**src/hdl/bee_pkg.sv**
```systemverilog
// Shared constants, types and helpers for the binary edge extractor.
`default_nettype none

package bee_pkg;

    localparam int MAX_WIDTH  = 4096;
    localparam int MAX_HEIGHT = 4096;

    localparam int COL_W      = $clog2(MAX_WIDTH);
    localparam int ROW_W      = $clog2(MAX_HEIGHT);
    localparam int PEND_W     = $clog2(MAX_WIDTH + 2);

    localparam int DIM_W      = 13;
    localparam int THR_W      = 9;
    localparam int GRAY_W     = 8;
    localparam int CFG_DATA_W = 13;
    localparam int CFG_IDX_W  = 2;

    localparam int LINE_W     = 2;
    localparam int WIN_W      = 9;
    localparam int WIN_CENTER = 4;
    localparam logic [WIN_W-1:0] WIN_FULL = '1;

    localparam int OUT_DEPTH  = 3;
    localparam int OUT_CNT_W  = $clog2(OUT_DEPTH + 1);
    localparam int OUT_PTR_W  = $clog2(OUT_DEPTH);

    localparam logic [DIM_W-1:0] WIDTH_RST     = 13'd640;
    localparam logic [DIM_W-1:0] HEIGHT_RST    = 13'd480;
    localparam logic [THR_W-1:0] THRESHOLD_RST = 9'h080;
    localparam logic             BYPASS_RST    = 1'b0;

    localparam logic OP_PIXEL = 1'b0;
    localparam logic OP_DRAIN = 1'b1;

    typedef enum logic [CFG_IDX_W-1:0] {
        REG_IMAGE_WIDTH,
        REG_IMAGE_HEIGHT,
        REG_INK_THRESHOLD,
        REG_BYPASS_EDGES
    } cfg_reg_t;

    // request handed from the scan control to the window stage
    typedef struct packed {
        logic             is_drain;
        logic             emit;
        logic             ink;
        logic [COL_W-1:0] col;
        logic             interior;
        logic             frame_end;
        logic             sel_b;
    } issue_t;

    typedef struct packed {
        logic edge_ink;
        logic frame_end;
    } result_t;

    function automatic logic [COL_W-1:0] width_last(input logic [DIM_W-1:0] v);
        if (v == '0) begin
            return '0;
        end else if (32'(v) > MAX_WIDTH) begin
            return COL_W'(MAX_WIDTH - 1);
        end else begin
            return COL_W'(v - 1'b1);
        end
    endfunction

    function automatic logic [ROW_W-1:0] height_last(input logic [DIM_W-1:0] v);
        if (v == '0) begin
            return '0;
        end else if (32'(v) > MAX_HEIGHT) begin
            return ROW_W'(MAX_HEIGHT - 1);
        end else begin
            return ROW_W'(v - 1'b1);
        end
    endfunction

endpackage

`default_nettype wire

```
**src/hdl/bee_window.sv**
```systemverilog
// Line store read-modify-write, 3x3 window and boundary decision.
`default_nettype none

module bee_window (
    input  wire logic                          aclk,
    input  wire logic                          aresetn,
    input  wire logic                          clear,
    input  wire logic                          issue_valid,
    input  wire bee_pkg::issue_t               issue,
    input  wire logic                          bypass,
    input  wire logic [bee_pkg::LINE_W-1:0]    rd_data,
    output logic                               wr_en,
    output logic      [bee_pkg::COL_W-1:0]     wr_addr,
    output logic      [bee_pkg::LINE_W-1:0]    wr_data,
    output logic                               res_valid,
    output bee_pkg::result_t                   res,
    output logic                               busy
);

    logic                          s1_valid_reg;
    bee_pkg::issue_t               s1_reg;
    logic                          fwd_reg;
    logic [bee_pkg::LINE_W-1:0]    fwd_data_reg;
    logic [bee_pkg::WIN_W-1:0]     win_reg;

    logic [bee_pkg::LINE_W-1:0]    line;
    logic                          up1, up2;
    logic [bee_pkg::WIN_W-1:0]     win_shift;
    logic                          keep;
    logic                          ink;

    // line entry: bit 1 = two rows back, bit 0 = one row back
    assign line      = fwd_reg ? fwd_data_reg : rd_data;
    assign up1       = line[0];
    assign up2       = line[1];
    assign wr_en     = s1_valid_reg && !s1_reg.is_drain;
    assign wr_addr   = s1_reg.col;
    assign wr_data   = {up1, s1_reg.ink};
    assign win_shift = {win_reg[bee_pkg::WIN_W-4:0], up2, up1, s1_reg.ink};
    assign keep      = !s1_reg.is_drain && s1_reg.interior
                    && win_shift == bee_pkg::WIN_FULL;
    assign ink       = s1_reg.is_drain ? (s1_reg.sel_b ? up2 : up1)
                                       : win_shift[bee_pkg::WIN_CENTER];

    assign res_valid     = s1_valid_reg && s1_reg.emit;
    assign res.edge_ink  = bypass ? ink : (ink && !keep);
    assign res.frame_end = s1_reg.frame_end;
    assign busy          = s1_valid_reg;

    always_ff @(posedge aclk) begin
        if (!aresetn) begin
            s1_valid_reg <= 1'b0;
        end else begin
            s1_valid_reg <= issue_valid;
        end
    end

    always_ff @(posedge aclk) begin
        if (issue_valid) begin
            s1_reg       <= issue;
            fwd_reg      <= wr_en && wr_addr == issue.col;
            fwd_data_reg <= wr_data;
        end
    end

    always_ff @(posedge aclk) begin
        if (!aresetn || clear) begin
            win_reg <= '0;
        end else if (wr_en) begin
            win_reg <= win_shift;
        end
    end

endmodule

`default_nettype wire

```
**config.mk**
```make
export PLATFORM = sky130hd
export DESIGN_NAME = bee_window
export DESIGN_NICKNAME = d
export VERILOG_FILES = /design/src/hdl/bee_pkg.sv /design/src/hdl/bee_window.sv
export SDC_FILE = /design/constraint.sdc
export NUM_CORES = 1
export LEC_CHECK = 0
export ABC_AREA = 1
export BUFFER_PORTS_ARGS = -buffer_cell sky130_fd_sc_hd__clkbuf_2
export CAP_MARGIN = 20
export CORE_MARGIN = 2
export CORE_UTILIZATION = 40
export DETAILED_ROUTE_END_ITERATION = 8
export PLACE_DENSITY_LB_ADDON = 0.25
export SYNTH_ARGS = -nofsm -noshare
export SYNTH_HDL_FRONTEND = slang
export SYNTH_SLANG_ARGS = --single-unit
```
**constraint.sdc**
```tcl
create_clock -name aclk -period 3 [get_ports aclk]
set_clock_uncertainty 0.05 [all_clocks]
set_input_delay 0.15 -clock aclk [delete_from_list [all_inputs] [get_ports aclk]]
set_output_delay 0.15 -clock aclk [all_outputs]
set_load 0.1 [all_outputs]
```
== Word level (Yosys, flattened, before mapping) ==
Index checks and enable logic that the tools add are counted.
Cells by class
  $add $sub $neg: 0
  shift operators: 0
  bitwise logic cells: 0
  multipliers: 0
  multiplexer cells: 4
  divide/modulo/power cells: 0
  eq/ne operators: 2
  $lt $le $gt $ge: 0
  reduce and logical (&&, ||, !) cells: 10
Operator list (number)
  $eq 12x12->1: 1
  $eq 9x9->1 const B: 1
  $logic_and 1x1->1: 6
  $logic_not 1->1: 3
  $mux 1: 3
  $mux 2: 1
  $logic_or 1x1->1: 1
Word-level totals
  memory bits (writable): 0
  memories: 0
  memory bits (read-only): 0
  logic and storage cells: 27
  latch bits: 0
  register bits: 28

== Depth between registers and ports, before layout ==
  word-level depth: 6
  gate-level depth with buffers: 8
  mapped depth without buffers: 8

== Least setup slack after synthesis ==
No wires, ideal clock.
  kind: register to register
  start point: register s1_valid_reg (netlist: busy)
  end point: register win_reg[2] in the netlist's numbering
  stages on the path, launching flop included: 5
  slack: 1041 ps
  arrival: 1836 ps
  required time: 2878 ps
  path through: dfxtp_1 nand2_2 inv_2 o21ai_0 a21oi_1
Between the ends
  word-level cells in the longest chain between the ends: 1
RTL lines
  start, declared: line bee_window.sv:20  | logic s1_valid_reg;
  start signal, assigned: line bee_window.sv:54  | s1_valid_reg <= issue_valid;
  $logic_and 1x1->1: line bee_window.sv:36  | assign wr_en = s1_valid_reg && !s1_reg.is_drain;
  net wr_en: line bee_window.sv:12  | output logic wr_en,
  end signal, assigned: line bee_window.sv:70  | win_reg <= win_shift;
  end, declared: line bee_window.sv:24  | logic [bee_pkg::WIN_W-1:0] win_reg;
The timed path passes the listed nets, and every way through them passes these cells.
A chain may end at the register's enable or synchronous reset.

==> key figures <==
STA
  • Setup Viol. Count Final: 0
  • Final hold violation count: 0
  • Fin. max-slew vios: 0
  • Fin crit period: between 1500 and 2000 ps
  • Slew @ Worst Pin: 547 ps
  • Final period util: 64.9%
  • Rel. slew slack: between 60% and 70%
  • RSZ-0062 raised after global routing: false
  • Post-route setup TNS: 0 ps
  • Max frequency: 0.513 GHz

Logic synthesis
  • Yosys warning count: 0
  • Synth top area share: 48.4%
  • Synth Area per Inst: about 9.3 um2
  • Post-synthesis register bit count: 28
  • Post-Syn Area: ~1300 um2
  • Area leader, netlist: edfxtp_1
  • Synth top area cells: edfxtp_1, dfxtp_1, buf_4
  • Mapped Nets: 165
  • Gate Count Post-Synth: 140
  • Seq/Total Area, Yosys: 59.1%
  • Cell variety after synth: 17

Clock network
  • Setup bufs post-CTS: 0
  • Hold_buf cts: 19
  • Resize count post-CTS: 0
  • Clk buf depth: 2
  • Worst skew pair latency: ~330 ps
  • CTS tree: done
  • CTS buffer count: 3
  • Clk slew on worst S/H paths: 140 ps
  • CTS Root Cell: clkbuf_4
  • Clock H-tree levels: 1
  • Clock sinks: 28

Critical path
  • Worst EP required: about 2800 ps
  • Cell family with most CP delay: buffers and inverters
  • Buf+Inv Stages, Crit Path: 2
  • R2R cell count: 7
  • Top cell by count, worst path: nand2_1
  • CP max stage cell: edfxtp_1
  • Crit-path max cell delay: 470 ps
  • Arrival @ worst endpoint: 1750 ps
  • Startpoint Class: flop
  • Crit path max fanout: 4
  • Crit path kind: reg -> out
  • CP Capture Type: output pin
  • Crit path depth: 8
  • Crit-path cells: nand2_1 > inv_1 > a21oi_2 > nor2_1 > nand2_1 > nand2_1 > nand2_1 > clkbuf_2

Global route
  • GR Overflow Total: 0
  • Largest net degree at the start of global routing: 23
  • First-pass GRT wire length: 3.93 mm
  • Number of global-route vias before repair: 961
  • GRT Total Usage: 14.2%
  • Antenna violations before repair: 0

Floorplanning
  • Die width: 61.1 um
  • Core area: between 3000 and 4000 um2
  • Initial Utilization: 42.4%
  • Num rows: 20
  • Die Ht: 61.1 um
  • Die Footprint: 3730 um2
  • IO Count: 44

Pwr
  • Final Total Pwr: 885 uW
  • Static Leakage: 0.000813 uW
  • Power per cell area: ~520 nW/um2
  • Peak supply drop: 0.310 mV

Routing
  • First-pass iteration count of the detailed router: 6
  • Wire per inst: 10.1 um
  • Routed wire length: 2.37 mm
  • Post-DR vias/cell: 4.24
  • Drc violations: 0
  • Number of antenna-violating nets in the routed design: 0
  • Iter 0 DRT Violations: 20
  • Detailed-route via count: 996

Layout
  • Largest register FFs: 12
  • Fin nets: 217
  • Share of cells above drive strength 1: between 20 and 30%
  • Commonest non-fill, non-tap cells in the layout: clkbuf_2, nand2_1, inv_1
  • Filler instances: 294
  • ANT cells: 0
  • Synth-to-Final Area Change: 29.5%
  • Commonest non-fill, non-tap cell in the layout: clkbuf_2

Placed design
  • IO buf count: 43
  • Final GP Congestion: slightly below 0.8
  • Detailed Place HPWL: around 1.7 mm

Hold path
  • Hold Crit Class: in -> reg
  • Hold Path Depth: 3

Run
  • # Max-Cap Violations: 0

Status
  • Outcome: complete, no violations
metal layers:
metal  vias up  GRT usage, %  wire, um  part of all wire (%)
met5         -             0         0                     0
met4         0          4.04        27                   1.1
met3         4          3.78       117                   4.9
met2        29          25.5      1180                    50
met1       437          16.6      1040                    44
li1        526             -         -                     -
worst reg2reg max path, stage by stage, from the launching register on:
cell	delay [ps]
edfxtp_1	470
inv_2	80
nand2_2	80
nor2_1	120
nand2_1	60
nor2_1	90
nand2_1	70
nor2_2	70
worst paths after layout:
check,start,endpoint,slack [ps]
worst max-delay path,fwd_reg,res[1],1050
worst min-delay path,rd_data[1],win_reg[2],50
worst max register to register,s1_reg[17],fwd_reg,1780
worst min register to register,win_reg[4],win_reg[4],450
stage by stage:
stage,area [um2],hold slack (ps),util (%),instances,setup WS (ps)
final,1690,52.4,54.8,235,1050
after CTS,1690,48.4,54.8,235,1020
after floorplan,1300,193,-,140,1040
after global placement,1460,277,47.5,212,1490
after global routing,1690,66.6,54.8,235,894
after detailed placement,1460,282,47.5,212,1410
power breakdown:
| group | switching, uW | internal, uW | leakage [uW] |
|---|---|---|---|
| sequential | 15.3 | 444 | 0.000263 |
| combinational | 188 | 56.3 | 0.000529 |
| clock | 108 | 74.3 | 0.0000210 |
| total | 311 | 574 | 0.000813 |
logic make-up after synthesis:
kind of cell | synth area share (%)
simple gates | 16.5
flops | 59.1
xor+xnor | 2.69
compound gates | 5.57
buf+inv | 16.1
cell usage after synthesis (all sizes together):
cell,instances
a21oi,3
buf,15
dfxtp,7
edfxtp,21
inv,26
nand2,29
nand3,2
nand4,2
nor2,21
o21ai,10
xnor2,2
xor2,2
cell type report:
class | instances | area, um2 | share of cell area, %
multi-input cells | 71 | 323 | 19.1
repair buffers | 62 | 405 | 24.0
flip-flops and latches | 28 | 771 | 45.7
clock buffers | 4 | 36.3 | 2.15
inverters | 26 | 97.6 | 5.78
well taps | 44 | 55.1 | 3.26
(Power assumes the default switching activity.)
