===== src/hdl/bee_pkg.sv =====
// Shared constants, types and helpers for the binary edge extractor.
`default_nettype none

package bee_pkg;

    localparam int MAX_WIDTH  = 4096;
    localparam int MAX_HEIGHT = 4096;

    localparam int COL_W      = $clog2(MAX_WIDTH);
    localparam int ROW_W      = $clog2(MAX_HEIGHT);
    localparam int PEND_W     = $clog2(MAX_WIDTH + 2);

    localparam int DIM_W      = 13;
    localparam int THR_W      = 9;
    localparam int GRAY_W     = 8;
    localparam int CFG_DATA_W = 13;
    localparam int CFG_IDX_W  = 2;

    localparam int LINE_W     = 2;
    localparam int WIN_W      = 9;
    localparam int WIN_CENTER = 4;
    localparam logic [WIN_W-1:0] WIN_FULL = '1;

    localparam int OUT_DEPTH  = 3;
    localparam int OUT_CNT_W  = $clog2(OUT_DEPTH + 1);
    localparam int OUT_PTR_W  = $clog2(OUT_DEPTH);

    localparam logic [DIM_W-1:0] WIDTH_RST     = 13'd640;
    localparam logic [DIM_W-1:0] HEIGHT_RST    = 13'd480;
    localparam logic [THR_W-1:0] THRESHOLD_RST = 9'h080;
    localparam logic             BYPASS_RST    = 1'b0;

    localparam logic OP_PIXEL = 1'b0;
    localparam logic OP_DRAIN = 1'b1;

    typedef enum logic [CFG_IDX_W-1:0] {
        REG_IMAGE_WIDTH,
        REG_IMAGE_HEIGHT,
        REG_INK_THRESHOLD,
        REG_BYPASS_EDGES
    } cfg_reg_t;

    // request handed from the scan control to the window stage
    typedef struct packed {
        logic             is_drain;
        logic             emit;
        logic             ink;
        logic [COL_W-1:0] col;
        logic             interior;
        logic             frame_end;
        logic             sel_b;
    } issue_t;

    typedef struct packed {
        logic edge_ink;
        logic frame_end;
    } result_t;

    function automatic logic [COL_W-1:0] width_last(input logic [DIM_W-1:0] v);
        if (v == '0) begin
            return '0;
        end else if (32'(v) > MAX_WIDTH) begin
            return COL_W'(MAX_WIDTH - 1);
        end else begin
            return COL_W'(v - 1'b1);
        end
    endfunction

    function automatic logic [ROW_W-1:0] height_last(input logic [DIM_W-1:0] v);
        if (v == '0) begin
            return '0;
        end else if (32'(v) > MAX_HEIGHT) begin
            return ROW_W'(MAX_HEIGHT - 1);
        end else begin
            return ROW_W'(v - 1'b1);
        end
    endfunction

endpackage

`default_nettype wire


===== src/hdl/bee_out_fifo.sv =====
// Three-entry result buffer between the window stage and the output port.
`default_nettype none

module bee_out_fifo (
    input  wire logic                           aclk,
    input  wire logic                           aresetn,
    input  wire logic                           push,
    input  wire bee_pkg::result_t               push_data,
    input  wire logic                           out_ready,
    output logic                                out_valid,
    output bee_pkg::result_t                    out_data,
    output logic      [bee_pkg::OUT_CNT_W-1:0]  count
);

    bee_pkg::result_t                 entry [bee_pkg::OUT_DEPTH];
    logic [bee_pkg::OUT_PTR_W-1:0]    head_reg, tail_reg;
    logic [bee_pkg::OUT_CNT_W-1:0]    cnt_reg, cnt_next;
    logic                             pop;

    function automatic logic [bee_pkg::OUT_PTR_W-1:0] ptr_inc(
        input logic [bee_pkg::OUT_PTR_W-1:0] p);
        return (p == bee_pkg::OUT_PTR_W'(bee_pkg::OUT_DEPTH - 1)) ? '0 : p + 1'b1;
    endfunction

    assign out_valid = cnt_reg != '0;
    assign out_data  = entry[head_reg];
    assign pop       = out_valid && out_ready;
    assign count     = cnt_reg;

    always_comb begin
        unique case ({push, pop})
            2'b10:   cnt_next = cnt_reg + 1'b1;
            2'b01:   cnt_next = cnt_reg - 1'b1;
            default: cnt_next = cnt_reg;
        endcase
    end

    always_ff @(posedge aclk) begin
        if (push) begin
            entry[tail_reg] <= push_data;
        end
    end

    always_ff @(posedge aclk) begin
        if (!aresetn) begin
            head_reg <= '0;
            tail_reg <= '0;
            cnt_reg  <= '0;
        end else begin
            if (push) begin
                tail_reg <= ptr_inc(tail_reg);
            end
            if (pop) begin
                head_reg <= ptr_inc(head_reg);
            end
            cnt_reg <= cnt_next;
        end
    end

endmodule

`default_nettype wire


===== config.mk =====
export PLATFORM = sky130hd
export DESIGN_NAME = bee_out_fifo
export DESIGN_NICKNAME = d
export VERILOG_FILES = /design/src/hdl/bee_pkg.sv /design/src/hdl/bee_out_fifo.sv
export SDC_FILE = /design/constraint.sdc
export NUM_CORES = 1
export LEC_CHECK = 0
export ABC_AREA = 1
export BUFFER_PORTS_ARGS = -buffer_cell sky130_fd_sc_hd__buf_4
export CORE_AREA = 2 2 39 41
export CTS_BUF_LIST = sky130_fd_sc_hd__clkbuf_8
export DETAILED_ROUTE_END_ITERATION = 7
export DIE_AREA = 0 0 41 43
export MAX_ROUTING_LAYER = met4
export PLACE_DENSITY = 0.65
export SETUP_SLACK_MARGIN = 0.2
export SLEW_MARGIN = 5
export SYNTH_ARGS = -nofsm -noshare
export SYNTH_HDL_FRONTEND = slang
export SYNTH_SLANG_ARGS = --single-unit

===== constraint.sdc =====
create_clock -name aclk -period 3.2 [get_ports aclk]
set_input_delay 0.16 -clock aclk [delete_from_list [all_inputs] [get_ports aclk]]
set_output_delay 0.16 -clock aclk [all_outputs]
set_load 0.1 [all_outputs]

; After elaboration in Yosys (flattened, before gate mapping)
; Memories as Yosys holds them, arrays and structs flattened. A register that Yosys moved wholly into a read port is not among the register bits.
; Index checks and enable logic that the tools add are counted.
[word_totals]
reg_bits = 6
latchBits = 0
ramBits = 6
rom_bits = 0
input_bits = 6
output_inout_bits = 5
elab_cells = 22
n_memories = 1
[memory_table]
columns = memory, depth, width, rd, rd_ports_with_merged_regs, write_ports, line
row1 = entry, 3, 2, 1, 1, 1, bee_out_fifo.sv:15  ; bee_pkg::result_t entry [bee_pkg::OUT_DEPTH];
[classes]
add_sub_neg = 4
n_mul = 0
div_mod_pow = 0
magnitude_cmp = 0
eq_ne = 4
shift = 0
mux = 7
bitwise_logic = 0
reduce_logical = 3
[op_table]
columns = cell, count
row1 = $mux 2, 4
row2 = $add 2x1->2 const B, 3
row3 = $eq 2x2->1 const B, 3
row4 = $pmux 2 s2, 1
row5 = $reduce_bool 2->1, 2
row6 = $eq 2x1->1 const B, 1
row7 = $mux 1, 2
row8 = $sub 2x1->2 const B, 1
row9 = $logic_and 1x1->1, 1

; Depth between registers and ports, before layout
[depth]
word_depth = 4
depth_mapped = 10
mapped_depth_nobuf = 10

; Least setup slack after synthesis
; OpenSTA, ideal clock, no wires.
[synth_timing]
kind = register to register
from = reg cnt_reg, in the netlist count[1]
to = reg cnt_reg, in the netlist count[1]
setup_ps = 65
arrival_time_ps = 2201
required_time_ps = 3135
setup_slack_ps = 934
stages_incl_launch_ff = 11
n_path_buf = 0
synth_period_minus_slack_ps = 2266
cell_sequence = dfxtp_1 -> inv_1 -> nand2_4 -> nand2_4 -> clkinv_4 -> ha_1 -> inv_1 -> nand2_1 -> nor2_1 -> nor2_1 -> nor2_1
[synth_via]
elab_chain_cells = 4
elab_cells_between_ends = 8
cone_classes = add/sub (2) / eq/ne (2) / mux (1) / reduce/logical (3)
[synth_lines]
columns = item, line
row1 = from (decl), bee_out_fifo.sv:17  ; logic [bee_pkg::OUT_CNT_W-1:0] cnt_reg, cnt_next;
row2 = from (signal assigned), bee_out_fifo.sv:56  ; cnt_reg <= cnt_next;
row3 = $reduce_bool 2->1 (*), bee_out_fifo.sv:25  ; assign out_valid = cnt_reg != '0;
row4 = net out_valid, bee_out_fifo.sv:10  ; output logic out_valid,
row5 = $logic_and 1x1->1 (*), bee_out_fifo.sv:27  ; assign pop = out_valid && out_ready;
row6 = $eq 2x1->1 or $eq 2x2->1 (tied branches), bee_out_fifo.sv:31  ; unique case ({push, pop})
row7 = $pmux 2 s2 or $reduce_bool 2->1 (tied branches), n/a
; Mark *: on every way through the listed nets, which the timed path passes. The rest lies on a longest branch.
; A chain may end at the register's enable or synchronous reset.

; Worst setup path in the final report
[layout_timing]
from = reg cnt_reg, in the netlist count[0]
to = reg cnt_reg, in the netlist count[1]
[layout_via]
elab_chain_cells = 4
elab_cells_between_ends = 8
cone_classes = add/sub (2) / eq/ne (2) / mux (1) / reduce/logical (3)
[layout_lines]
columns = item, line
row1 = $reduce_bool 2->1, bee_out_fifo.sv:25
row2 = $logic_and 1x1->1, bee_out_fifo.sv:27
row3 = $eq 2x1->1 or $eq 2x2->1 (tied branches), bee_out_fifo.sv:31
row4 = $pmux 2 s2 or $reduce_bool 2->1 (tied branches), n/a
; Parallel ways exist; a longest one is shown, timed or not.

==> summary.md <==
| Metric | Value |
|---|---|
| Tcrit/Tclk final | `approximately two fifths` |
| Count of different cell masters after synthesis | `15` |
| # hold bufs at CTS | `0` |
| RSZ-0062 raised after global routing | `false` |
| Syn Nets | `72` |
| Setup-failing EPs final | `0` |
| Hold Path Class | `input port to flop` |
| Layout cells sized above 1 | `22.78%` |
| Setup TNS Final | `0 ns` |
| Clock Skew | `slightly above 0.004 ns` |
| Worst-path fanout max | `6` |
| CTS buffer count | `3` |
| Register Area | `about 340 µm²` |
| Io pins | `11` |
| Lkg Pwr | `about 0.33 nW` |
| Skew-Pair Late Insertion Delay | `approximately 0.24 ns` |
| Fin Hold WS | `0.1136 ns` |
| Iter 0 DRT Violations | `8` |
| Outcome | `finished, final reports clean` |
| Largest net degree at the start of global routing | `9` |
| Achievable clock frequency | `between 0.7 and 0.8 GHz` |
| Total of max-cap violations | `0` |
| Routed wire length | `784 µm` |
| Core Area | `1384 µm²` |
| Critical path data required time | `roughly 3.4 ns` |
| Starting Density | `41.86%` |
| Total gr overflow | `0` |
| Die area | `about 1800 µm²` |
| Port Buffers | `10` |
| Slew Limit Headroom | `around four fifths` |
| Max-slew violations | `0` |
| Fillers | `145` |
| Final Hold Fails | `0` |
| Clock Path Buffers | `2` |
| Die Height | `between 40 and 50 µm` |
| Routability cong. | `approximately 0.73` |
| Max rail drop VDD | `408.6 µV` |
| Clk root buf | `clkbuf_8` |
| Syn. warnings | `0` |
| Layout Area Growth over Synthesis | `25.92%` |
| Tightest Pin Transition | `0.3018 ns` |
| Power Total | `0.0005701 W` |
| Initial antenna violation count | `0` |
| TritonCTS clock tree | `yes` |
| Global-route wire length before repair | `approximately 1.6 mm` |
| Gate Count Post-Synth | `between 60 and 70` |
| Via count | `427` |
| Post-CTS setup buffers | `0` |
| GR Util All Layers | `a little over an eighth` |
| Synthesized area per cell | `about 8.9 µm²` |
| # DRC | `0` |
| Post-DRT Antenna Nets | `0` |
| # nets final | `just under 90` |
| FF+latch count, synth | `14` |
| Dpl hpwl | `about 620 µm` |
| Clock Sinks | `14` |
| Sequential fraction of the synthesis area | `between 50% and 60%` |
| Crit end category | `flop` |
| Worst-path clk slew | `about 0.06 ns` |
| Diode count | `0` |
| Wire per inst | `just over 8 µm` |
| Crit path DAT | `1.49 ns` |
| 1st-pass router iterations | `2` |
| Post-CTS Resized | `0` |
| Crit path launch type | `flop` |
| Die Width | `just over 40 µm` |
| Non-filler instance count after layout | `95` |
| Tmin final | `between 1 and 1.5 ns` |
| Area of the multi-input gates | `approximately 180 µm²` |
| Mapped Area | `579.3 µm²` |
| H-tree levels | `1` |
| Vias in the first global route | `slightly above 400` |
| DP Cell Count | `91` |
| PwrDens | `~800 nW/µm²` |
| Worst Setup Path Type | `flop to flop` |
| Site Rows | `14` |
| Vias/cell | `4.495` |
==> metrics by stage <==
| step | util, % | area [µm²] | worst slack, ns |
|---|---|---|---|
| after floorplan | - | 579.3 | 0.9336 |
| after global placement | 48.73 | 674.4 | 1.900 |
| after detailed placement | 48.73 | 674.4 | 1.892 |
| after CTS | 52.71 | 729.5 | 1.890 |
| after global routing | 52.71 | 729.5 | 1.706 |
| final | 52.71 | 729.5 | 1.891 |
==> logic make-up after synthesis <==
| family | share of synthesized area (%) |
|---|---|
| buf+inv | 9.934 |
| flops | 58.75 |
| compound gates | 8.638 |
| simple gates | 20.52 |
| fa+ha+maj | 2.159 |
==> metal layers <==
metal | wire (µm) | vias to the layer above | GRT usage [%]
li1 | - | 233 | -
met1 | 373 | 185 | 16.72
met2 | 368 | 7 | 19.06
met3 | 33 | 2 | 3.141
met4 | 8 | 0 | 8.000
met5 | 0 | - | -
==> layout by cell type (no fill, tap or decap) <==
cell type / netlist / final
buf_4: 0 / 10
nand4_1: 1 / 1
nand3_1: 2 / 2
edfxtp_1: 6 / 6
nor3_1: 1 / 1
inv_2: 1 / 1
nand2_1: 8 / 8
nor2_1: 12 / 12
clkbuf_8: 0 / 4
ha_1: 1 / 1
a21oi_1: 7 / 7
dfxtp_1: 8 / 8
nand2_4: 2 / 2
clkinv_4: 1 / 1
inv_1: 12 / 12
o21ai_1: 2 / 2
o21ai_0: 1 / 1
==> critical path, stage by stage, from the launching register on <==
cell,delay (ns)
dfxtp_1,0.35
inv_2,0.09
nand2_4,0.05
nand2_4,0.07
clkinv_4,0.05
ha_1,0.26
inv_1,0.10
nand2_1,0.06
nor2_1,0.08
nor2_1,0.04
nor2_1,0.08
==> cells in the mapped netlist <==
master	instances	share of area (%)
inv_1	12	7.8
nor2_1	12	7.8
dfxtp_1	8	28
nand2_1	8	5.2
a21oi_1	7	6.0
edfxtp_1	6	31
nand2_4	2	3.9
nand3_1	2	1.7
o21ai_1	2	1.7
clkinv_4	1	1.5
ha_1	1	2.2
inv_2	1	0.65
nand4_1	1	1.1
nor3_1	1	0.86
o21ai_0	1	0.86
==> final cells by class <==
type | instances | share of cell area [%]
multi-input combinational | 37 | 24.87
inverter | 14 | 7.890
tap | 16 | 2.744
timing repair buffer | 10 | 10.29
sequential | 14 | 46.66
clock buffer | 4 | 7.547
==> path summary, 6_finish.rpt <==
kind	startpoint	endpoint	slack, ns	cells after the start
hold reg to reg	tail_reg[1]	tail_reg[1]	0.47	2
hold / removal	push_data[1]	entry[0][1]	0.11	1
setup reg to reg	count[0]	count[1]	1.89	10
setup / recovery	count[0]	count[1]	1.89	10
==> power by group <==
group          switching (W)  total [W]  internal [W]
sequential         0.0000123   0.000216      0.000204
clock              0.0000573   0.000166      0.000109
combinational       0.000144   0.000188     0.0000438
total               0.000214   0.000570      0.000356
No activity file was read; power rests on OpenSTA's default activity.
