===== src/hdl/bee_pkg.sv =====
// Shared constants, types and helpers for the binary edge extractor.
`default_nettype none

package bee_pkg;

    localparam int MAX_WIDTH  = 4096;
    localparam int MAX_HEIGHT = 4096;

    localparam int COL_W      = $clog2(MAX_WIDTH);
    localparam int ROW_W      = $clog2(MAX_HEIGHT);
    localparam int PEND_W     = $clog2(MAX_WIDTH + 2);

    localparam int DIM_W      = 13;
    localparam int THR_W      = 9;
    localparam int GRAY_W     = 8;
    localparam int CFG_DATA_W = 13;
    localparam int CFG_IDX_W  = 2;

    localparam int LINE_W     = 2;
    localparam int WIN_W      = 9;
    localparam int WIN_CENTER = 4;
    localparam logic [WIN_W-1:0] WIN_FULL = '1;

    localparam int OUT_DEPTH  = 3;
    localparam int OUT_CNT_W  = $clog2(OUT_DEPTH + 1);
    localparam int OUT_PTR_W  = $clog2(OUT_DEPTH);

    localparam logic [DIM_W-1:0] WIDTH_RST     = 13'd640;
    localparam logic [DIM_W-1:0] HEIGHT_RST    = 13'd480;
    localparam logic [THR_W-1:0] THRESHOLD_RST = 9'h080;
    localparam logic             BYPASS_RST    = 1'b0;

    localparam logic OP_PIXEL = 1'b0;
    localparam logic OP_DRAIN = 1'b1;

    typedef enum logic [CFG_IDX_W-1:0] {
        REG_IMAGE_WIDTH,
        REG_IMAGE_HEIGHT,
        REG_INK_THRESHOLD,
        REG_BYPASS_EDGES
    } cfg_reg_t;

    // request handed from the scan control to the window stage
    typedef struct packed {
        logic             is_drain;
        logic             emit;
        logic             ink;
        logic [COL_W-1:0] col;
        logic             interior;
        logic             frame_end;
        logic             sel_b;
    } issue_t;

    typedef struct packed {
        logic edge_ink;
        logic frame_end;
    } result_t;

    function automatic logic [COL_W-1:0] width_last(input logic [DIM_W-1:0] v);
        if (v == '0) begin
            return '0;
        end else if (32'(v) > MAX_WIDTH) begin
            return COL_W'(MAX_WIDTH - 1);
        end else begin
            return COL_W'(v - 1'b1);
        end
    endfunction

    function automatic logic [ROW_W-1:0] height_last(input logic [DIM_W-1:0] v);
        if (v == '0) begin
            return '0;
        end else if (32'(v) > MAX_HEIGHT) begin
            return ROW_W'(MAX_HEIGHT - 1);
        end else begin
            return ROW_W'(v - 1'b1);
        end
    endfunction

endpackage

`default_nettype wire


===== src/hdl/bee_scan_ctrl.sv =====
// Configuration registers, scan position counters and request issue.
`default_nettype none

module bee_scan_ctrl (
    input  wire logic                                aclk,
    input  wire logic                                aresetn,
    input  wire logic                                cfg_wr_en,
    input  wire logic [bee_pkg::CFG_IDX_W-1:0]       cfg_index,
    input  wire logic [bee_pkg::CFG_DATA_W-1:0]      cfg_data,
    input  wire logic                                accept,
    input  wire logic                                s_operation,
    input  wire logic [bee_pkg::GRAY_W-1:0]          s_gray_level,
    output bee_pkg::issue_t                          issue,
    output logic                                     bypass,
    output logic                                     clear
);

    logic [bee_pkg::COL_W-1:0]  w_last_reg;
    logic [bee_pkg::ROW_W-1:0]  h_last_reg;
    logic [bee_pkg::THR_W-1:0]  thr_reg;
    logic                       bypass_reg;

    logic [bee_pkg::COL_W-1:0]  in_col_reg, in_col_next;
    logic [bee_pkg::ROW_W-1:0]  in_row_reg, in_row_next;
    logic [bee_pkg::COL_W-1:0]  out_col_reg, out_col_next;
    logic [bee_pkg::ROW_W-1:0]  out_row_reg, out_row_next;
    logic [bee_pkg::PEND_W-1:0] pend_reg, pend_next;

    logic [bee_pkg::PEND_W-1:0] w_full;
    logic                       over_row;
    logic                       is_drain;
    logic                       emit;

    assign clear = cfg_wr_en
        && (bee_pkg::cfg_reg_t'(cfg_index) == bee_pkg::REG_IMAGE_WIDTH
            || bee_pkg::cfg_reg_t'(cfg_index) == bee_pkg::REG_IMAGE_HEIGHT);

    assign bypass   = bypass_reg;
    assign w_full   = bee_pkg::PEND_W'(w_last_reg) + 1'b1;
    assign over_row = pend_reg > w_full;
    assign is_drain = s_operation == bee_pkg::OP_DRAIN;
    assign emit     = is_drain ? (pend_reg != '0) : over_row;

    always_comb begin
        issue.is_drain  = is_drain;
        issue.emit      = emit;
        issue.ink       = {1'b0, s_gray_level} < thr_reg;
        issue.col       = is_drain ? out_col_reg : in_col_reg;
        issue.interior  = out_row_reg != '0 && out_row_reg != h_last_reg
                       && out_col_reg != '0 && out_col_reg != w_last_reg;
        issue.frame_end = out_row_reg == h_last_reg && out_col_reg == w_last_reg;
        issue.sel_b     = over_row;
    end

    always_comb begin
        in_col_next  = in_col_reg;
        in_row_next  = in_row_reg;
        out_col_next = out_col_reg;
        out_row_next = out_row_reg;
        pend_next    = pend_reg;
        if (accept && !is_drain) begin
            if (in_col_reg == w_last_reg) begin
                in_col_next = '0;
                in_row_next = (in_row_reg == h_last_reg) ? '0 : in_row_reg + 1'b1;
            end else begin
                in_col_next = in_col_reg + 1'b1;
            end
            if (!over_row) begin
                pend_next = pend_reg + 1'b1;
            end
        end
        if (accept && emit) begin
            if (out_col_reg == w_last_reg) begin
                out_col_next = '0;
                out_row_next = (out_row_reg == h_last_reg) ? '0 : out_row_reg + 1'b1;
            end else begin
                out_col_next = out_col_reg + 1'b1;
            end
            if (is_drain) begin
                pend_next = pend_reg - 1'b1;
            end
        end
    end

    always_ff @(posedge aclk) begin
        if (!aresetn) begin
            w_last_reg <= bee_pkg::width_last(bee_pkg::WIDTH_RST);
            h_last_reg <= bee_pkg::height_last(bee_pkg::HEIGHT_RST);
            thr_reg    <= bee_pkg::THRESHOLD_RST;
            bypass_reg <= bee_pkg::BYPASS_RST;
        end else if (cfg_wr_en) begin
            unique case (bee_pkg::cfg_reg_t'(cfg_index))
                bee_pkg::REG_IMAGE_WIDTH: begin
                    w_last_reg <= bee_pkg::width_last(cfg_data);
                end
                bee_pkg::REG_IMAGE_HEIGHT: begin
                    h_last_reg <= bee_pkg::height_last(cfg_data);
                end
                bee_pkg::REG_INK_THRESHOLD: begin
                    thr_reg <= cfg_data[bee_pkg::THR_W-1:0];
                end
                bee_pkg::REG_BYPASS_EDGES: begin
                    bypass_reg <= cfg_data[0];
                end
            endcase
        end
    end

    always_ff @(posedge aclk) begin
        if (!aresetn || clear) begin
            in_col_reg  <= '0;
            in_row_reg  <= '0;
            out_col_reg <= '0;
            out_row_reg <= '0;
            pend_reg    <= '0;
        end else begin
            in_col_reg  <= in_col_next;
            in_row_reg  <= in_row_next;
            out_col_reg <= out_col_next;
            out_row_reg <= out_row_next;
            pend_reg    <= pend_next;
        end
    end

endmodule

`default_nettype wire


===== config.mk =====
export PLATFORM = sky130hd
export DESIGN_NAME = bee_scan_ctrl
export DESIGN_NICKNAME = d
export VERILOG_FILES = /design/src/hdl/bee_pkg.sv /design/src/hdl/bee_scan_ctrl.sv
export SDC_FILE = /design/constraint.sdc
export NUM_CORES = 1
export LEC_CHECK = 0
export ABC_AREA = 1
export BUFFER_PORTS_ARGS = -buffer_cell sky130_fd_sc_hd__buf_2
export CELL_PAD_IN_SITES_DETAIL_PLACEMENT = 1
export CELL_PAD_IN_SITES_GLOBAL_PLACEMENT = 2
export CORE_UTILIZATION = 36
export DETAILED_ROUTE_END_ITERATION = 8
export PLACE_DENSITY = 0.85
export SLEW_MARGIN = 30
export SYNTH_ARGS = -nofsm -noshare
export SYNTH_HDL_FRONTEND = slang
export SYNTH_SLANG_ARGS = --single-unit

===== constraint.sdc =====
create_clock -name aclk -period 5.11 [get_ports aclk]
set_input_delay 0.2555 -clock aclk [delete_from_list [all_inputs] [get_ports aclk]]
set_output_delay 0.2555 -clock aclk [all_outputs]
set_load 0.05 [all_outputs]

[After elaboration in Yosys (flattened, before gate mapping)]
Cells that the tools add are included.
Widths: inputs -> output; s select.
Operators by class
  reductions and logical operators: 21
  add/sub/neg operators: 7
  equal/unequal tests: 8
  order comparisons: 3
  mux-type cells: 11
Operators by type and width (count)
  $mux 12: 6
  $mux 13: 4
  $add 12x1->12 const B: 3
  $eq 12x12->1: 3
  $ne 12x12->1: 2
  $reduce_bool 12->1: 2
  $add 12x1->13 const B: 1
  $add 13x1->13 const B: 1
  $gt 13x13->1: 1
  $gt 13x13->1 const B: 1
  $logic_not 13->1: 1
  $reduce_bool 13->1: 1
  $sub 13x1->13 const B: 1
  $sub 12x1->12 const B: 1
  $reduce_and 2->1: 5
  $lt 8x9->1: 1
  $logic_and 1x1->1: 7
  $eq 2x2->1 const B: 2
  $eq 2x1->1 const B: 1
  $logic_not 1->1: 2
  $logic_not 2->1: 1
  $logic_or 1x1->1: 2
  $mux 1: 1
Word-level totals
  bits of input ports: 28
  logic and storage cells: 58
  register bits after elaboration: 83

[Depth between registers and ports, before layout]
  depth after elaboration: 6
  gate-level depth with buffers: 22
  depth with buffers taken out: 22

[Worst setup path after synthesis]
OpenSTA, ideal clock, no wires.
  kind: register to register
  start: register w_last_reg[1] (netlist bit)
  end: register out_col_reg[4] (netlist bit)
  cell stages (with the launch flop): 22
  setup slack: 2.369 ns
  clock period less this slack: 2.741 ns
  required time: 4.994 ns
  data arrival time: 2.625 ns
  cells stage by stage: dfxtp_1 -> nand3_1 -> nor2_1 -> inv_1 -> nor2_1 -> inv_1 -> nor2_1 -> nand3_1 -> xor2_1 -> ha_1 -> nand2_1 -> nor2_2 -> and2_1 -> nand2_1 -> nand2_2 -> nand2_4 -> o21ai_4 -> buf_6 -> nand2_8 -> buf_6 -> nor3_2 -> nor2_1
Between the ends
  longest elaborated chain between the ends: 4
Ends and longest elaborated chain
  start, declared: line bee_scan_ctrl.sv:18  | logic [bee_pkg::COL_W-1:0] w_last_reg;
  start signal, assigned: line bee_scan_ctrl.sv:87  | w_last_reg <= bee_pkg::width_last(bee_pkg::WIDTH_RST);
  start signal, assigned: line bee_scan_ctrl.sv:94  | w_last_reg <= bee_pkg::width_last(cfg_data);
  $add 12x1->13: line bee_scan_ctrl.sv:39  | assign w_full = bee_pkg::PEND_W'(w_last_reg) + 1'b1;
  $gt 13x13->1: line bee_scan_ctrl.sv:40  | assign over_row = pend_reg > w_full;
  $mux 1: line bee_scan_ctrl.sv:42  | assign emit = is_drain ? (pend_reg != '0) : over_row;
  via emit: line bee_scan_ctrl.sv:32  | logic emit;
  $logic_and 1x1->1: line bee_scan_ctrl.sv:72  | if (accept && emit) begin
  end signal, assigned: line bee_scan_ctrl.sv:119  | out_col_reg <= out_col_next;
  end, declared: line bee_scan_ctrl.sv:25  | logic [bee_pkg::COL_W-1:0] out_col_reg, out_col_next;
The timed path passes the listed nets, and every way through them passes these cells.
A chain may end at the register's enable or synchronous reset.

==> reports/qor.yml <==
run_status:
  status: "complete, no violations"
clock_tree:
  cts_buffers: 9
  clk_path_buf_depth: 2
  clkLatencyLatePin_ps: 350
  clock_sinks: 83
  root_buffer: "clkbuf_16"
  cts_tree: "built"
  cts_resized: 0
  hold_buffers: 0
  post_cts.repair.setup_buffers: 0
  ctsHtreeMaxLevel: 3
  clk_pin_slew_worst_paths_ps: 70
global_route:
  grtUsageTotal_pct: 22.1
  grt_overflow: 0
  grt_max_degree: 29
  grt_pass1_vias: 5916
  antenna_found_initial: 0
  grt_pass1_wl_um: 30700
worst_setup_path:
  crit_fanout: 11
  critPathRequiredTime_ps: 4850
  r2r_slack_ps: 1550
  path_class: "reg2out"
  crit_top_cell: "nor2_1"
  crit_path_start_kind: "flip-flop"
  critical_path.cell_chain: "nand3_1, nor2_1, inv_1, nor2_1, inv_1, nor2_1, nand3_1, xor2_1, ha_1, nand2_1, nor2_2, and2_1, nand2_1, nand2_2, nand2_4, o21ai_4, buf_2"
  slowest_stage: "o21ai_4"
  path_delay_family: "simple AND/OR/NAND/NOR gates"
  cp-end-kind: "primary output"
  critPathArrivalTime_ps: 3500
  slowest_delay_ps: 480
  worst-path-buf-inv: 3
finish:
  fill_cells: 2140
  antennaDiodeCount: 0
  largest_reg_flops: 13
  area.growth.synth_to_final_pct: 10.1
  multi_input_area_mm2: 0.00366
  drive_gt1_share_pct: 9.50
  fin_nets: 1001
  ff_latch_area_mm2: 0.00166
synthesis:
  yosysWarnings: 0
  synth_adder_area_share_pct: 6.44
  yosys.area.top_type: "dfxtp_1"
  syn_nets: 981
  yosys.area_share.simple_pct: 31.9
  synth.top_cell.area_share_pct: 27.6
  synth.area.top_cells: "dfxtp_1 (28%), nand2_1 (12%), inv_1 (7.8%)"
  yosysMostFrequentCell: "nand2_1"
  synth_compound_area_share_pct: 13.5
  syn_area_per_cell_um2: 6.54
  synth_common_cells: "nand2_1 (197), inv_1 (125), nor2_1 (90), dfxtp_1 (83), a21oi_1 (78)"
  muxShareOfSynthArea_pct: 0
  ys_seq_area_share_pct: 27.6
  syn_inst: 922
  syn-cell-area_mm2: 0.00603
  async_flop_share_pct: 0
  synth_top_family_by_area: "simple AND/OR/NAND/NOR gates"
  synth_xor_area_share_pct: 8.86
  synth_edf_count: 0
  ys_types: 41
  synth.ff_latch_count: 83
  ys.flop_type: "dfxtp_1"
min_path:
  hold_path.class: "in2reg"
detailed_routing:
  avgViaCountPerCell: 5.05
  post_drt_wl_per_cell_um: 15.7
  first_pass_iters: 4
  drt_iter0_markers: 293
  wirelength_um: 18200
  vias: 5877
  postRouteAntennaNets: 0
  drc: 0
power:
  p_comb_share_pct: 25.2
  vdd_drop_max_v: 0.000169
  p_clk_share_pct: 36.5
  powerDensity_mw_per_mm2: 284
  internal_power_w: 0.00122
  power.switching_w: 0.000664
  power_frac_seq_pct: 38.3
  power_leakage_nw: 2.89
  sw_frac_of_total_pct: 35.2
timing:
  slew_headroom_pct: 52.7
  setup-violations-final: 0
  setup_slack_ps: 1350
  fin_crit_ps: 3760
  worst_pin_slew_ps: 707
  max_freq_mhz: 266
  hold_violations: 0
  grt_setup_unrepaired: "no"
  slew_viol_final: 0
  clock_skew_ps: 6.76
  final.setup.tns_ps: 0
  period_share_pct: 73.6
floorplan:
  dieArea_mm2: 0.0173
  core_area_mm2: 0.0161
  start_util_pct: 37.4
  die_height_um: 131
  num_rows: 46
  die_w_um: 131
  ios: 48
placement:
  port_buffers: 47
  gp_congestion: 0.789
  dp_slack_ps: 1560
  dp.final_hpwl_um: 13800
job:
  cap_viol_max_count: 0
-- placed cells by master, fill, tap and decap left out, types with 4 or more instances in the layout --
cell type	count
nand2_1	197
inv_1	125
nor2_1	89
dfxtp_1	83
a21oi_1	78
nand3_1	56
o21ai_0	56
buf_2	47
xor2_1	38
ha_1	31
nor3_1	26
nand4_1	25
xnor2_1	23
clkbuf_16	9
nor4_1	7
o31ai_1	6
or2_2	5
a211oi_1	4
-- logic make-up after synthesis --
family / Yosys count
AND/OR/NAND/NOR: 425
AO/OA/AOI/OAI: 153
XOR/XNOR: 61
buffers and inverters: 169
adder cells (fa/ha/maj): 31
flip-flops: 83
-- worst min-delay path, cell delays in order --
cell and delay [ps]:
buf_2 110, nand2_1 60, o211ai_1 60
-- final timing paths --
kind,end,from,cells past startpoint
setup / recovery,issue[16],w_last_reg[1],17
hold / removal,thr_reg[7],cfg_data[7],3
setup reg to reg,out_col_reg[2],w_last_reg[1],21
hold reg to reg,bypass,bypass,2
-- layer usage --
metal	global-route usage (%)	vias to the layer above	routed length, um
met3	3.59	14	520
met4	4.59	0	235
met5	0	-	0
met1	30.2	2757	9280
met2	36.3	88	8210
li1	-	3018	-
-- area by class of cell --
class                           count  area share (%)
Sequential cell                    83            25.0
Clock buffer                       13            3.77
Timing Repair Buffer               50            3.89
Inverter                          128            7.32
Tap cell                          216            4.07
Multi-Input combinational cell    670            55.2
Clock inverter                      3           0.698
-- power by group through the flow --
stage | logic (W) | registers [W] | clock network (W)
after detailed placement | 0.000476 | 0.000738 | 0
after CTS | 0.000479 | 0.000724 | 0.000704
after global routing | 0.000542 | 0.000728 | 0.000728
final | 0.000475 | 0.000723 | 0.000688
after floorplan | 0.000385 | 0.000717 | 0
after global placement | 0.000470 | 0.000738 | 0
-- through the flow --
step | instances | instance area, um2 | total power [W] | hold WS (ps) | utilization [%]
global placement | 1147 | 6330 | 0.00121 | 437 | 39.3
finish | 1163 | 6630 | 0.00189 | 180 | 41.2
global route | 1163 | 6630 | 0.00200 | 204 | 41.2
CTS | 1163 | 6630 | 0.00191 | 176 | 41.1
detailed placement | 1147 | 6330 | 0.00121 | 448 | 39.3
floorplan | 922 | 6030 | 0.00110 | 386 | -
(Power assumes the default switching activity.)
